[src/design/walc_pkg.sv]
package walc_pkg;

  typedef enum logic [2:0] {
    KIND_GRANTED = 3'd0,
    KIND_WAIT    = 3'd1,
    KIND_ABSORB  = 3'd2,
    KIND_PIN     = 3'd3,
    KIND_COPY    = 3'd4,
    KIND_HEADER  = 3'd5,
    KIND_DONE    = 3'd6,
    KIND_ERROR   = 3'd7
  } kind_t;

  typedef enum logic [1:0] {
    OP_BEGIN = 2'd0,
    OP_END   = 2'd1,
    OP_WRITE = 2'd2,
    OP_BAD   = 2'd3
  } op_t;

  localparam logic CFG_IDX_START = 1'b0;
  localparam logic CFG_IDX_AREA  = 1'b1;

  // classified word handed from front to back
  typedef struct packed {
    op_t         op;
    logic [31:0] blk;
  } cmd_t;

endpackage

[src/design/walc_ram.sv]
module walc_ram #(
  parameter int WIDTH = 32,
  parameter int DEPTH = 32
) (
  input  logic                     clk,
  input  logic                     we,
  input  logic [$clog2(DEPTH)-1:0] waddr,
  input  logic [WIDTH-1:0]         wdata,
  input  logic [$clog2(DEPTH)-1:0] raddr,
  output logic [WIDTH-1:0]         rdata
);
  logic [WIDTH-1:0] mem [DEPTH];

  always_ff @(posedge clk) begin
    if (we) mem[waddr] <= wdata;
    rdata <= mem[raddr];
  end
endmodule

[src/design/walc_front.sv]
// Front: takes start words into a two-entry queue.
module walc_front (
  input  logic              clk,
  input  logic              rst_n,
  input  logic              push,
  input  walc_pkg::cmd_t    push_cmd,
  output logic              full,
  input  logic              pop,
  output logic              avail,
  output walc_pkg::cmd_t    head
);
  walc_pkg::cmd_t q_r [2];
  logic [1:0] cnt_r, cnt_nxt;
  logic       rd_r, wr_r;

  assign full  = (cnt_r == 2'd2);
  assign avail = (cnt_r != 2'd0);
  assign head  = q_r[rd_r];

  always_comb begin
    cnt_nxt = cnt_r + {1'b0, push} - {1'b0, pop};
  end

  always_ff @(posedge clk) begin
    if (push) q_r[wr_r] <= push_cmd;
    if (!rst_n) begin
      cnt_r <= 2'd0;
      rd_r  <= 1'b0;
      wr_r  <= 1'b0;
    end else begin
      cnt_r <= cnt_nxt;
      if (push) wr_r <= ~wr_r;
      if (pop)  rd_r <= ~rd_r;
    end
  end
endmodule

[src/design/walc_back.sv]
// Back: carries out one word at a time against the block list.
module walc_back #(
  parameter int LOG_CAPACITY     = 30,
  parameter int OP_BLOCK_RESERVE = 10
) (
  input  logic                clk,
  input  logic                rst_n,
  input  logic                avail,
  input  walc_pkg::cmd_t      head,
  output logic                pop,
  input  logic [31:0]         log_start_block,
  input  logic [15:0]         log_area_blocks,
  output logic                out_valid,
  output logic [2:0]          out_kind,
  output logic [31:0]         out_source_block,
  output logic [31:0]         out_dest_block,
  output logic [4:0]          out_header_count,
  output logic                out_unpin,
  output logic                out_last
);
  localparam int AW = $clog2(LOG_CAPACITY);

  typedef enum logic [5:0] {
    S_IDLE   = 6'b000001,
    S_SEARCH = 6'b000010,
    S_CMP    = 6'b000100,
    S_COPY1  = 6'b001000,
    S_COPY2  = 6'b010000,
    S_HDR2   = 6'b100000
  } state_t;

  state_t      st_r, st_nxt;
  logic [4:0]  cnt_r, open_r;
  logic [4:0]  idx_r;
  logic [31:0] blk_r;
  logic        we;
  logic [AW-1:0] waddr, raddr;
  logic [31:0] rdata;

  walc_ram #(.WIDTH(32), .DEPTH(LOG_CAPACITY)) u_ram (
    .clk(clk), .we(we), .waddr(waddr), .wdata(blk_r), .raddr(raddr), .rdata(rdata)
  );

  assign raddr = idx_r[AW-1:0];
  assign waddr = cnt_r[AW-1:0];

  // begin check and misuse checks
  logic [9:0] need;
  logic       wr_bad;
  assign need = {5'd0, cnt_r} + ({5'd0, open_r} + 10'd1) * 10'(OP_BLOCK_RESERVE);
  assign wr_bad = (open_r == 5'd0) || ({27'd0, cnt_r} >= 32'(LOG_CAPACITY)) ||
                  ({11'd0, cnt_r} + 16'd1 >= log_area_blocks);

  always_comb begin
    st_nxt = st_r;
    pop = 1'b0;
    we = 1'b0;
    out_valid = 1'b0;
    out_kind = walc_pkg::KIND_DONE;
    out_source_block = '0;
    out_dest_block = '0;
    out_header_count = '0;
    out_unpin = 1'b0;
    out_last = 1'b0;
    unique case (st_r)
      S_IDLE: begin
        if (avail) begin
          pop = 1'b1;
          unique case (head.op)
            walc_pkg::OP_BEGIN: begin
              out_valid = 1'b1; out_last = 1'b1;
              out_kind = (need > 10'(LOG_CAPACITY)) ? walc_pkg::KIND_WAIT
                                                   : walc_pkg::KIND_GRANTED;
            end
            walc_pkg::OP_WRITE: begin
              if (wr_bad) begin
                out_valid = 1'b1; out_last = 1'b1; out_kind = walc_pkg::KIND_ERROR;
              end else begin
                st_nxt = S_SEARCH;
              end
            end
            walc_pkg::OP_END: begin
              if (open_r == 5'd0) begin
                out_valid = 1'b1; out_last = 1'b1; out_kind = walc_pkg::KIND_ERROR;
              end else if (open_r != 5'd1 || cnt_r == 5'd0) begin
                out_valid = 1'b1; out_last = 1'b1; out_kind = walc_pkg::KIND_DONE;
              end else begin
                st_nxt = S_COPY1;
              end
            end
            default: begin
              out_valid = 1'b1; out_last = 1'b1; out_kind = walc_pkg::KIND_ERROR;
            end
          endcase
        end
      end
      // idx_r issues a read; compare arrives next cycle
      S_SEARCH: begin
        if (idx_r == cnt_r) begin
          we = 1'b1;
          out_valid = 1'b1; out_last = 1'b1; out_kind = walc_pkg::KIND_PIN;
          st_nxt = S_IDLE;
        end else begin
          st_nxt = S_CMP;
        end
      end
      S_CMP: begin
        if (rdata == blk_r) begin
          out_valid = 1'b1; out_last = 1'b1; out_kind = walc_pkg::KIND_ABSORB;
          st_nxt = S_IDLE;
        end else begin
          st_nxt = S_SEARCH;
        end
      end
      // data read at idx_r-1 shows with idx_r, so its slot is
      // start+1+(idx_r-1) = start+idx_r
      S_COPY1: begin
        if (idx_r != 5'd0) begin
          out_valid = 1'b1; out_kind = walc_pkg::KIND_COPY;
          out_source_block = rdata;
          out_dest_block = log_start_block + {27'd0, idx_r};
        end
        if (idx_r == cnt_r) begin
          st_nxt = S_COPY2;
        end
      end
      S_COPY2: begin
        out_valid = 1'b1;
        if (idx_r == 5'd0) begin
          out_kind = walc_pkg::KIND_HEADER;
          out_dest_block = log_start_block;
          out_header_count = cnt_r;
        end else begin
          out_kind = walc_pkg::KIND_COPY;
          out_source_block = log_start_block + {27'd0, idx_r};
          out_dest_block = rdata;
          out_unpin = 1'b1;
        end
        if (idx_r == cnt_r) st_nxt = S_HDR2;
      end
      S_HDR2: begin
        out_valid = 1'b1; out_last = 1'b1;
        out_kind = walc_pkg::KIND_HEADER;
        out_dest_block = log_start_block;
        st_nxt = S_IDLE;
      end
      default: st_nxt = S_IDLE;
    endcase
  end

  // index counter: in copy phases, register idx as "count emitted", read addr = idx
  always_ff @(posedge clk) begin
    if (st_r == S_IDLE && avail) blk_r <= head.blk;
    if (!rst_n) begin
      st_r <= S_IDLE;
      cnt_r <= 5'd0;
      open_r <= 5'd0;
      idx_r <= 5'd0;
    end else begin
      st_r <= st_nxt;
      unique case (st_r)
        S_IDLE: begin
          idx_r <= 5'd0;
          if (avail && head.op == walc_pkg::OP_BEGIN && !(need > 10'(LOG_CAPACITY)))
            open_r <= open_r + 5'd1;
          if (avail && head.op == walc_pkg::OP_END && open_r != 5'd0)
            open_r <= open_r - 5'd1;
        end
        S_SEARCH: if (idx_r == cnt_r) cnt_r <= cnt_r + 5'd1;
        S_CMP: idx_r <= idx_r + 5'd1;
        S_COPY1: idx_r <= (idx_r == cnt_r) ? 5'd0 : idx_r + 5'd1;
        S_COPY2: if (idx_r != cnt_r) idx_r <= idx_r + 5'd1;
        S_HDR2: cnt_r <= 5'd0;
        default: ;
      endcase
    end
  end
endmodule

[src/design/write_ahead_log_controller_core.sv]
// Transaction log controller with group commit. A command word is taken
// when start is high and busy is low; results appear on out_* for one cycle
// each, marked by out_valid, with out_last on the final one, and cannot be
// stalled. With the back end idle, a begin, an end that does not commit and
// a refused word answer in the cycle after they are taken. A write walks the
// block list entry by entry (list memory with registered read) and answers
// absorb on a hit, or pin after appending the block to the list. The commit
// after the last end gives its 2n+2 results, for a list of n entries, one
// per cycle. A two-word queue sits in front, so busy rises only while two
// words wait behind the one the back end is working on.
module write_ahead_log_controller_core #(
  parameter int LOG_CAPACITY     = 30,
  parameter int OP_BLOCK_RESERVE = 10
) (
  input  logic        clk,
  input  logic        rst_n,
  input  logic        start,
  output logic        busy,
  input  logic [1:0]  in_opcode,
  input  logic [31:0] in_block_number,
  input  logic        cfg_valid,
  output logic        cfg_ready,
  input  logic        cfg_index,
  input  logic [31:0] cfg_data,
  output logic        out_valid,
  output logic [2:0]  out_kind,
  output logic [31:0] out_source_block,
  output logic [31:0] out_dest_block,
  output logic [4:0]  out_header_count,
  output logic        out_unpin,
  output logic        out_last
);
  logic [31:0] start_blk_r;
  logic [15:0] area_r;
  logic        avail, pop, full;
  walc_pkg::cmd_t head, push_cmd;

  assign cfg_ready = 1'b1;
  assign busy = full;
  assign push_cmd.op = walc_pkg::op_t'(in_opcode);
  assign push_cmd.blk = in_block_number;

  // configuration registers
  always_ff @(posedge clk) begin
    if (!rst_n) begin
      start_blk_r <= 32'd2;
      area_r <= 16'd31;
    end else if (cfg_valid) begin
      if (cfg_index == walc_pkg::CFG_IDX_START) start_blk_r <= cfg_data;
      else area_r <= cfg_data[15:0];
    end
  end

  walc_front u_front (
    .clk(clk), .rst_n(rst_n), .push(start && !full), .push_cmd(push_cmd),
    .full(full), .pop(pop), .avail(avail), .head(head)
  );

  walc_back #(.LOG_CAPACITY(LOG_CAPACITY), .OP_BLOCK_RESERVE(OP_BLOCK_RESERVE)) u_back (
    .clk(clk), .rst_n(rst_n), .avail(avail), .head(head), .pop(pop),
    .log_start_block(start_blk_r), .log_area_blocks(area_r),
    .out_valid(out_valid), .out_kind(out_kind), .out_source_block(out_source_block),
    .out_dest_block(out_dest_block), .out_header_count(out_header_count),
    .out_unpin(out_unpin), .out_last(out_last)
  );
endmodule
[config.mk]
export PLATFORM = sky130hd
export DESIGN_NAME = write_ahead_log_controller_core
export DESIGN_NICKNAME = d
export VERILOG_FILES = /design/src/design/walc_pkg.sv /design/src/design/walc_ram.sv /design/src/design/walc_front.sv /design/src/design/walc_back.sv /design/src/design/write_ahead_log_controller_core.sv
export SDC_FILE = /design/constraint.sdc
export NUM_CORES = 1
export LEC_CHECK = 0
export BUFFER_PORTS_ARGS = -buffer_cell sky130_fd_sc_hd__buf_2
export CAP_MARGIN = 40
export CORE_ASPECT_RATIO = 0.9
export CORE_MARGIN = 2
export CORE_UTILIZATION = 35
export CTS_BUF_LIST = sky130_fd_sc_hd__clkbuf_8
export CTS_CLUSTER_SIZE = 40
export DETAILED_ROUTE_END_ITERATION = 10
export SYNTH_ARGS = -nofsm -noshare
export SYNTH_HDL_FRONTEND = slang
export SYNTH_SLANG_ARGS = --single-unit
[constraint.sdc]
create_clock -name clk -period 4.7 [get_ports clk]
set_clock_uncertainty 0.2 [all_clocks]
set_input_delay 0.47 -clock clk [delete_from_list [all_inputs] [get_ports clk]]
set_output_delay 0.47 -clock clk [all_outputs]
set_load 0.05 [all_outputs]
==> results of run 1 <==
==> worst min-delay path by stage <==
stage                                        from                      endpoint  slack [ps]  cells after the start
after global routing          in_block_number[20]  u_front.q_r[0][20]$_DFFE_PP_         100                      2
after CTS                     in_block_number[28]  u_front.q_r[0][28]$_DFFE_PP_          30                      2
after global placement     area_r[9]$_SDFFE_PN0P_        area_r[9]$_SDFFE_PN0P_         240                      2
final                         in_block_number[28]  u_front.q_r[0][28]$_DFFE_PP_         120                      2
after detailed placement  area_r[15]$_SDFFE_PN0P_       area_r[15]$_SDFFE_PN0P_         250                      2
after floorplan           area_r[12]$_SDFFE_PN0P_       area_r[12]$_SDFFE_PN0P_         230                      2
==> repair_timing <==
item / CTS / global route
setup buffers: 0 / 2
resized for setup: 23 / 10
hold buffers: 107 / 0
pin swaps: 4 / 4
endpoints found under the setup margin: 7 / 9
endpoints found under the hold margin: 148 / 0
==> power by group through the flow <==
stage	clock, W	combinational (W)	sequential (W)
floorplan	0	0.00283	0.0137
global placement	0	0.00451	0.0137
detailed placement	0	0.00473	0.0137
CTS	0.00829	0.00487	0.0134
global route	0.00872	0.00536	0.0134
finish	0.00809	0.00492	0.0134
==> routing by layer <==
metal | up-vias | global-route usage (%) | routed length (um)
li1 | 10932 | - | -
met1 | 13725 | 25.45 | 54170
met2 | 1036 | 28.11 | 59220
met3 | 221 | 3.139 | 8313
met4 | 0 | 6.479 | 3757
met5 | - | 0 | 0
==> logic make-up after synthesis <==
family | share of synthesized area [%]
buffers and inverters | 1.739
adder cells (fa/ha/maj) | 1.136
AND/OR/NAND/NOR | 4.162
flip-flops | 72.03
AO/OA/AOI/OAI | 3.135
XOR/XNOR | 1.542
multiplexers | 16.25
other | 0.007956
==> layout make-up <==
type,instances,area [sq um],area share (%)
Tap cell,1741,2178,3.929
Clock buffer,189,2601,4.692
Clock inverter,144,814.5,1.469
Timing Repair Buffer,366,3017,5.441
Inverter,35,133.9,0.2415
Antenna cell,3,7.507,0.01354
Sequential cell,1166,33980,61.29
Multi-Input combinational cell,1152,12710,22.92
==> per-stage QoR <==
stage	hold slack [ps]	worst slack, ps	power (W)	std cells	TNS, ps
floorplan	230.8	628.5	0.01653	2497	0
global placement	239.1	410.3	0.01820	4344	0
detailed placement	252.2	476.3	0.01839	4350	0
CTS	32.39	4.330	0.02660	4790	0
global route	95.16	-75.62	0.02751	4794	-75.62
finish	122.1	100.8	0.02642	4796	0
==> worst max-delay path, stage by stage, from the launching register on <==
cell      delay [ps]
dfxtp_4          390
inv_2             80
ha_4             270
ha_1             290
ha_2             180
inv_1             60
fa_2             350
nor3b_2          200
a21o_1           130
o211ai_1         170
a31oi_4          250
o221ai_2         160
a211o_1          360
buf_6            170
==> state kept, by name (all words and copies together), names as in the netlist, named ones only <==
name                flops
area_r                 16
start_blk_r            32
u_back.blk_r           32
u_back.cnt_r            5
u_back.idx_r            5
u_back.open_r           5
u_back.st_r             6
u_back.u_ram.mem      960
u_back.u_ram.rdata     32
u_front.cnt_r           2
u_front.q_r            68
u_front.rd_r            1
u_front.wr_r            1
==> cell usage in the layout, fill, tap and decap left out, drive strengths merged, types with 8 or more instances in the layout <==
master	Yosys	routed
edfxtp	1060	1060
mux4	288	288
buf	73	258
clkbuf	71	190
nand2	176	176
dlygate4sd3	0	107
dfxtp	106	106
inv	35	104
mux2	97	97
nor2	81	81
o21ai	65	65
clkinv	0	63
a21oi	59	59
xor2	57	57
ha	38	38
nand3	30	30
xnor2	26	26
nor3	19	19
nand4	18	18
nor4	17	17
a21o	16	16
and3	13	13
and2	9	9
a221o	8	8
o211ai	8	8
a31oi	8	8
mux2i	8	8
o311ai	8	8
==> results.json, run 1 <==
{
  "status": "complete, no violations",
  "yosys_register_bits": 1166,
  "leakage_nw": 18.08,
  "post-route-drc-count": 0,
  "synthDistinctLibCells": 82,
  "async_flop_share_pct": 0,
  "slew_violations": 0,
  "postSynthCellCount": 2497,
  "cellPowerDensity_nw_per_um2": 476.5,
  "clock_power_share_pct": 30.6,
  "clk_pin_slew_ps": 60,
  "grt_pass1_wl_um": 180600,
  "htreeDepth": 4,
  "p_sw_w": 0.007589,
  "route.vias.total": 25914,
  "grt_pass1_vias": 26227,
  "start_util_pct": 35.31,
  "synth_top_area_share_pct": 67.53,
  "ir_drop_mv": 0.4183,
  "r2r.worst_path.cells": 6,
  "netlist_area_sq_um": 47140,
  "endpoint": "out_kind[0]",
  "synth_area_leaders": "edfxtp_1 (68%), mux4_2 (14%), dfxtp_1 (4.5%), mux2_2 (1.8%), nand2_1 (1.4%)",
  "r2r-end": "u_back.u_ram.mem[0][27]$_DFFE_PP_",
  "cts_tree": "done",
  "finalNetCount": 3013,
  "numPortBuffers": 146,
  "yosysMostFrequentCell": "edfxtp_1",
  "grt_max_degree": 142,
  "drtIter0Drc": 2658,
  "post_drt_wl_per_cell_um": 26.16,
  "r2r_slack_ps": 850,
  "gp_congestion": 0.8749,
  "path_class": "reg2out",
  "hp-class": "in2reg",
  "p_int_w": 0.01883,
  "fmax_ghz": 0.2174,
  "finalWirelength_um": 125500,
  "final_util_pct": 41.53,
  "final.period_utilization_pct": 97.86,
  "period_minus_slack_ps": 4599,
  "netSwitchingFraction_pct": 28.72,
  "cp.required_ps": 4030,
  "core_area_sq_um": 133500,
  "hpwl_um": 75050,
  "grt.overflow.total": 0,
  "globalRouteTotalUtil_pct": 18.04,
  "max_slew_margin_pct": 32.04,
  "clock_latency_ps": 880,
  "ys_seq_area_share_pct": 72.03,
  "die_area_sq_um": 137600,
  "worst_pin_slew_ps": 1019,
  "sequentialPowerShare_pct": 50.7,
  "crit_start": "u_back.open_r[0]$_SDFFE_PN0P_",
  "rsz0062_at_grt": "yes",
  "synth_edf_count": 1060,
  "cap_violations": 0,
  "synth_top_area_cell": "edfxtp_1",
  "avgSynthCellArea_sq_um": 18.88,
  "cts_buffer_depth": 3,
  "area_growth_syn_to_layout_pct": 17.61,
  "nFillCells": 11770,
  "syn_nets": 2609,
  "cts_sinks": 1166,
  "via_per_inst": 5.403,
  "yosys_warnings": 0,
  "dpl_cell_area_sq_um": 50770,
  "firstDrtPassIters": 6,
  "cts_root_buffer": "clkbuf_8",
  "setup_viol": 0,
  "synthFlopType": "edfxtp_1",
  "rows": 127,
  "drive_gt1_share_pct": 30.54,
  "start_kind": "flip-flop",
  "final-hold-violation-count": 0,
  "critPathArrivalTime_ps": 3930,
  "crit_fanout": 6,
  "synth_common_cells": "edfxtp_1 (1060), mux4_2 (288), nand2_1 (175)",
  "end_kind": "primary output",
  "grt_antenna_before_repair": 3,
  "die_h_um": 352.2,
  "pwr-share-comb_pct": 18.6,
  "ant_nets": 0,
  "io_pins": 148,
  "numCtsBuffers": 180,
  "final_area_sq_um": 55440,
  "die_w_um": 390.8,
  "rr_startpoint": "u_back.cnt_r[2]$_SDFFE_PN0P_"
}
Note: power is estimated with default switching activity, not from simulation.
==> run 2: changes to the inputs <==
- CORE_ASPECT_RATIO: 0.9 -> 2
- SKIP_LAST_GASP: not set -> 1
==> run 2 against run 1 <==
- clock power shrank 5.9%
- die area grew 0.13%
- first-iteration DRC count is 20% lower
- sequential share of layout area up 0.94 points
- final cell count shrank 1.9%
- largest cell class unchanged
- cell area is 1.5% lower
- hold slack worse by 69 ps
- combinational power grew 1%
- register-to-register slack improved by 30 ps
==> results.json, run 2 (synthesized netlist as in run 1, its figures left out) <==
{
  "r2r_slack_ps": 880,
  "setup_viol": 0,
  "critPathArrivalTime_ps": 3970,
  "clock_latency_ps": 860,
  "final.period_utilization_pct": 98.73,
  "post_drt_wl_per_cell_um": 27.89,
  "cts_root_buffer": "clkbuf_8",
  "final-hold-violation-count": 0,
  "crit_fanout": 6,
  "start_util_pct": 35.22,
  "gp_congestion": 0.8630,
  "largest_reg_flops": 960,
  "die_w_um": 263.5,
  "mostFrequentLayoutCell": "edfxtp_1",
  "firstDrtPassIters": 6,
  "cellPowerDensity_nw_per_um2": 473.7,
  "cp.required_ps": 4030,
  "r2r.worst_path.cells": 6,
  "pre_cts_ws_ps": 580.6,
  "cap_violations": 0,
  "max_slew_margin_pct": 35.53,
  "reg_top3": "u_back.u_ram.mem (960), u_front.q_r (68)",
  "numPortBuffers": 146,
  "die_h_um": 523.0,
  "drive_gt1_share_pct": 30.02,
  "fmax_ghz": 0.2155,
  "globalRouteTotalUtil_pct": 18.97,
  "grt.overflow.total": 0,
  "leakage_nw": 17.62,
  "core_area_sq_um": 133800,
  "die_area_sq_um": 137800,
  "numCtsBuffers": 165,
  "io_pins": 148,
  "grt_pass1_vias": 27335,
  "post-route-drc-count": 0,
  "period_minus_slack_ps": 4641,
  "via_per_inst": 5.410,
  "drtIter0Drc": 2114,
  "crit_start": "u_back.open_r[0]$_SDFFE_PN0P_",
  "cts_setup_buffers": 0,
  "rows": 190,
  "finalNetCount": 2964,
  "hold_ws_ps": 53.24,
  "r2r-end": "u_back.u_ram.mem[21][20]$_DFFE_PP_",
  "area_growth_syn_to_layout_pct": 15.82,
  "ir_drop_mv": 0.3803,
  "max_flop_register": "u_back.u_ram.mem",
  "clk_pin_slew_ps": 70,
  "status": "complete, no violations",
  "grt_max_degree": 117,
  "rsz0062_at_grt": "yes",
  "path_class": "reg2out",
  "holdCritStartpoint": "cfg_valid",
  "nFillCells": 11865,
  "grt_antenna_before_repair": 3,
  "slew_violations": 0,
  "end_kind": "primary output",
  "rr_startpoint": "u_back.cnt_r[2]$_SDFFE_PN0P_",
  "cts_sinks": 1166,
  "final_cell_mix": "edfxtp_1 (1060), mux4_2 (288), clkbuf_8 (176)",
  "cts_buffer_depth": 4,
  "finalWirelength_um": 131200,
  "worst_pin_slew_ps": 967.1,
  "ant_nets": 0,
  "cts_tree": "done",
  "start_kind": "flip-flop",
  "route.vias.total": 25453,
  "hp-class": "in2reg",
  "hpwl_um": 79620,
  "grt_pass1_wl_um": 189300,
  "layout_setup_ws_ps": 59.50,
  "htreeDepth": 4,
  "endpoint": "out_kind[0]"
}
## run 2: where the power goes
group,total [W],internal (W),switching (W)
Sequential,0.0133,0.0128,0.000476
Combinational,0.00499,0.00191,0.00308
Clock,0.00761,0.00379,0.00382
Total,0.0259,0.0185,0.00738
## run 2: what timing repair did
action                                  in CTS  in global routing
resized for setup                           11                  2
hold buffers                                82                  0
pin swaps                                    1                  0
endpoints found under the hold margin      139                  0
endpoints found under the setup margin       1                  3
## run 2: cell type report
type	count	area, sq um	share of cell area [%]
clock inverters	114	639.4	1.171
clock buffers	176	2422	4.437
multi-input cells	1152	12650	23.17
well taps	1728	2162	3.960
inverters	35	131.4	0.2406
diodes	2	5.005	0.009168
repair buffers	332	2608	4.776
flip-flops and latches	1166	33980	62.23
## run 2: how the worst min path moves through the flow
stage / endpoint / slack (ps) / depth (start not counted)
5_1_grt: start_blk_r[31]$_SDFFE_PN0P_ / 70 / 5
4_1_cts: start_blk_r[7]$_SDFFE_PN0P_ / 0.4 / 5
6_report: area_r[9]$_SDFFE_PN0P_ / 50 / 4
3_5_place_dp: area_r[12]$_SDFFE_PN0P_ / 250 / 2
2_1_floorplan: area_r[12]$_SDFFE_PN0P_ / 230 / 2
3_3_place_gp: area_r[9]$_SDFFE_PN0P_ / 240 / 2
## run 2: through the flow
step | setup TNS (ps) | cell area, sq um | power, W | cells | utilization (%)
finish | 0 | 54590 | 0.02586 | 4705 | 40.79
global route | -175.9 | 54590 | 0.02684 | 4705 | 40.79
CTS | -59.17 | 54570 | 0.02613 | 4703 | 40.77
detailed placement | 0 | 50660 | 0.01845 | 4331 | 37.85
global placement | 0 | 50500 | 0.01827 | 4323 | 37.73
floorplan | 0 | 47140 | 0.01653 | 2497 | -
## run 2: metal layers
metal,wire length (um),GRT usage (%)
met5,0,0
met4,6858,9.915
met1,45500,20.09
met3,5931,2.431
met2,72930,36.37
## run 2: worst max-delay path: stages, from the launching register on
cell	delay [ps]
dfxtp_2	370
inv_1	130
ha_4	290
ha_1	280
ha_1	180
inv_1	60
fa_1	550
nand2_1	70
nor3_1	120
mux2i_1	120
a31oi_2	280
o221ai_2	170
a211o_1	320
buf_4	190
